## config.mk

```make
export PLATFORM = sky130hd
export DESIGN_NAME = psnm_ram
export DESIGN_NICKNAME = d
export VERILOG_FILES = /design/src/hw/rtl/palette_shade_nearest_match_top_macros.svh /design/src/hw/rtl/psnm_ram.sv
export SDC_FILE = /design/constraint.sdc
export NUM_CORES = 2
export LEC_CHECK = 0
export ABC_CLOCK_PERIOD_IN_PS = 2600
export BUFFER_PORTS_ARGS = -buffer_cell sky130_fd_sc_hd__buf_2
export CORE_UTILIZATION = 50
export CTS_CLUSTER_SIZE = 28
export DETAILED_ROUTE_END_ITERATION = 10
export GPL_ROUTABILITY_DRIVEN = 0
export PLACE_DENSITY = 0.68
export SLEW_MARGIN = 30
export SYNTH_ARGS = -nofsm -noshare
export SYNTH_HDL_FRONTEND = slang
export SYNTH_SLANG_ARGS = --single-unit
```

## constraint.sdc

```tcl
create_clock -name clk_i -period 2.6 [get_ports clk_i]
set_clock_uncertainty 0.15 [all_clocks]
set_input_delay 0.39 -clock clk_i [delete_from_list [all_inputs] [get_ports clk_i]]
set_output_delay 0.39 -clock clk_i [all_outputs]
set_load 0.02 [all_outputs]
```

## src/hw/rtl/palette_shade_nearest_match_top_macros.svh

```systemverilog
// assertion macros for the palette shade block
`ifndef PALETTE_SHADE_NEAREST_MATCH_TOP_MACROS_SVH
`define PALETTE_SHADE_NEAREST_MATCH_TOP_MACROS_SVH
`ifndef SYNTHESIS
`define PSNM_ASSERT(name, clk, rst_n, prop) \
  name: assert property (@(posedge clk) disable iff (!rst_n) prop) \
    else $error("palette shade assertion failed");
`define PSNM_ASSERT_NEXT(name, clk, rst_n, cond, prop) \
  name: assert property (@(posedge clk) disable iff (!rst_n) (cond) |=> (prop)) \
    else $error("palette shade assertion failed");
`else
`define PSNM_ASSERT(name, clk, rst_n, prop)
`define PSNM_ASSERT_NEXT(name, clk, rst_n, cond, prop)
`endif
`endif

```

## src/hw/rtl/psnm_ram.sv

```systemverilog
// generic single write port ram with registered read
module psnm_ram #(
  parameter int unsigned Width = 8,
  parameter int unsigned Depth = 256,
  localparam int unsigned AddrW = $clog2(Depth)
) (
  input  logic             clk_i,
  input  logic             we_i,
  input  logic [AddrW-1:0] waddr_i,
  input  logic [Width-1:0] wdata_i,
  input  logic [AddrW-1:0] raddr_i,
  output logic [Width-1:0] rdata_o
);

  logic [Width-1:0] mem_q [Depth];
  logic [Width-1:0] rdata_q;

  always_ff @(posedge clk_i) begin
    if (we_i) begin
      mem_q[waddr_i] <= wdata_i;
    end
    rdata_q <= mem_q[raddr_i];
  end

  assign rdata_o = rdata_q;

endmodule

```

==> impl_metrics.json <==
{
  "worst_setup_path_start_kind": "flip-flop",
  "syn_avg_cell_area_um2": 21.31,
  "switching_share": 0.2108,
  "pwr-share-clk": 0.405,
  "critPathRequiredTime_ns": 3.14,
  "ys_dominant_reg_cell": "edfxtp_1",
  "chipHeight_um": 400.9,
  "combinationalPowerShare": 0.057,
  "power.net_switching_mw": 14.34,
  "postSynthNetCount": 3759,
  "synth_edf_count": 2048,
  "finalHoldViolCount": 0,
  "fmaxAchievable_mhz": 386.7,
  "synthesis.yosys.warnings": 0,
  "crit_path_max_fanout": 1,
  "cts_num_sinks": 2056,
  "grt_antenna_before_repair": 12,
  "firstDrtPassIters": 5,
  "floorplan.die_area_um2": 160700,
  "clk_transition_reported_paths_ns": 0.06,
  "final_nets": 4481,
  "power.static_leakage_nw": 30.52,
  "cp_data_arrival_time_ns": 3.12,
  "tightestPinTransition_ns": 0.9475,
  "run_status": "completed",
  "final_layout_size_suffix_gt1_frac": 0.3281,
  "start_util": 0.5029,
  "dieWidth_um": 400.9,
  "syn_inst": 3733,
  "cts.htree.levels": 4,
  "reg2reg_setup_slack_ns": 0.01,
  "routed-via-count": 41270,
  "synth-seq-area-share": 0.7750,
  "synthesis.area_um2": 79560,
  "power_report.internal_total_mw": 53.71,
  "synth_seq_cells": 2056,
  "post-route-min-period_ns": 2.586,
  "clock_tree_from_tritoncts": "done",
  "grt_pass1_vias": 41350,
  "cts-buffers-inserted": 193,
  "root_buffer": "clkbuf_16",
  "grt.overflow.total": 0,
  "detail_route.wl_per_cell_um": 29.61,
  "ant_nets": 0,
  "detail_route.iter0.violations": 5383,
  "cellPowerDensity_nw_per_um2": 725.2,
  "max_cap_viol_count": 0,
  "wire_length_of_the_first_global_routing_pass_um": 286500,
  "area_delta_synth_final_pct": 17.95,
  "category_of_the_worst_setup_path_capture_point": "flip-flop",
  "route.detailed.drc": 0,
  "synth_cell_types": 55,
  "clk_path_buf_depth": 3,
  "unrepaired_setup_endpoints_after_global_routing": "no",
  "slew_headroom": 0.3683,
  "row_count": 146,
  "io_pins": 34,
  "core_um2": 158200,
  "worstSetupPathType": "flip-flop to flip-flop",
  "track_usage": 0.2476,
  "total_power_mw": 68.05,
  "routed_wirelength_um": 197900,
  "final_count_of_negative_setup_slack_endpoints": 0,
  "place.port_buffers": 33,
  "pwr-share-seq": 0.538,
  "final_number_of_max_transition_violations": 0,
  "pin_count_of_the_biggest_net_entering_global_routing": 95,
  "worstSkewPairLatency_ns": 0.83,
  "finalHoldWorstSlack_ns": 0.05936,
  "async_reset_ff_frac": 0,
  "final_period_util": 0.9947,
  "min-delay-path-class": "primary input to flip-flop",
  "ir_worst_vdd_v": 0.0006679,
  "post-dp-hpwl_um": 127400,
  "via_per_inst": 6.176
}
## cell usage after synthesis, drive strengths merged, types with 4 or more instances
cell type | n | area [um2]
edfxtp | 2048 | 61500
mux4 | 456 | 10280
nor2 | 282 | 1059
mux2i | 134 | 1341
a22oi | 133 | 998.5
buf | 122 | 1032
clkbuf | 111 | 416.7
a21oi | 96 | 480.5
o221ai | 47 | 417.9
nand3 | 34 | 170.2
nand2 | 33 | 123.9
nor2b | 31 | 193.9
o22ai | 28 | 175.2
nor4 | 27 | 187.7
nor3 | 22 | 110.1
a211oi | 16 | 120.1
a221oi | 14 | 128.9
o21ai | 12 | 60.06
nand4 | 10 | 62.56
o211ai | 10 | 75.07
a22o | 8 | 70.07
dfxtp | 8 | 160.2
nand2b | 8 | 50.05
and2 | 6 | 37.54
a2111oi | 5 | 52.55
o22a | 5 | 43.79
o32ai | 5 | 51.30
or2 | 4 | 25.02
## cells by family (layout without fill, tap and decap cells)
logic type | after synthesis | in the layout | share of synthesized area
DFF | 2056 | 2056 | 0.7750
muxes | 591 | 591 | 0.1462
and+or+nand+nor | 466 | 466 | 0.02628
AOI/OAI and AO/OA | 385 | 385 | 0.03419
buffers and inverters | 235 | 1108 | 0.01831
other | 0 | 5 | 0
## power groups by stage
stage	clock network (mW)	registers [mW]	logic [mW]
6_report	27.5	36.6	3.89
5_1_grt	29.0	36.6	4.08
4_1_cts	27.9	36.6	3.90
3_5_place_dp	0	37.3	3.86
3_3_place_gp	0	37.3	3.80
2_1_floorplan	0	37.3	1.77
## path summary, 6_finish.rpt
| kind | from | to | cells after the start |
|---|---|---|---|
| worst max-delay path | mem_q[83][0] | rdata_o[0] | 6 |
| worst min-delay path | wdata_i[3] | mem_q[138][3] | 1 |
| worst max register to register | mem_q[83][0] | rdata_o[0] | 6 |
| worst min register to register | mem_q[6][0] | rdata_o[0] | 6 |
## critical path, stage by stage, from the launching register on
cell and delay (ns):
edfxtp_1 0.39, mux4_2 0.48, mux4_2 0.52, nor2b_1 0.17
nor4_1 0.44, buf_4 0.24, nor4_2 0.05
## flip-flops by register name, indices dropped and copies added, names as in the netlist
register / cells
rdata_o: 8
mem_q: 2048
## cell type report
| type | count | area [um2] |
|---|---|---|
| Antenna cell | 5 | 12.51 |
| Sequential cell | 2056 | 61660 |
| Tap cell | 2072 | 2592 |
| Timing Repair Buffer | 760 | 6840 |
| Clock inverter | 113 | 1090 |
| Fill cell | 11080 | 64360 |
| Inverter | 2 | 7.507 |
| Clock buffer | 233 | 5044 |
| Multi-Input combinational cell | 1442 | 16590 |
## timing repair
item,4_1_cts,5_1_grt
setup endpoints to repair,7,4
setup buffers,0,0
hold endpoints to repair,337,0
resized for setup,8,5
hold buffers,7,0
## cell usage in the layout (no fill, tap or decap), drive strengths merged, types with 18 or more instances in the layout
master / netlist / routed
nor4: 27 / 27
edfxtp: 2048 / 2048
buf: 122 / 750
nand3: 34 / 34
bufinv: 0 / 18
mux2i: 134 / 134
mux4: 456 / 456
a22oi: 133 / 133
nor3: 22 / 22
clkbuf: 111 / 236
nand2: 33 / 33
nor2: 282 / 282
o22ai: 28 / 28
nor2b: 31 / 31
clkinv: 1 / 83
o221ai: 47 / 47
a21oi: 96 / 96
## per-stage QoR
stage,instances,area [um2],util,TNS (ns),setup WS (ns)
6_report,6683,93840,0.5932,0,0.01377
5_1_grt,6678,93820,0.5931,0,0.002388
4_1_cts,6678,93800,0.5929,0,0.0004323
3_5_place_dp,6325,87540,0.5534,-6.228,-0.8898
3_3_place_gp,6325,87530,0.5533,-6.985,-1.185
2_1_floorplan,3733,79560,-,0,0.1221
## layer usage
layer	track usage	up-vias	routed length (um)
li1	-	17140	-
met2	0.3881	2139	94890
met5	0	-	20
met1	0.3533	21650	77400
met4	0.08866	4	6943
met3	0.04335	343	18620
Note: power is estimated with default switching activity, not from simulation.
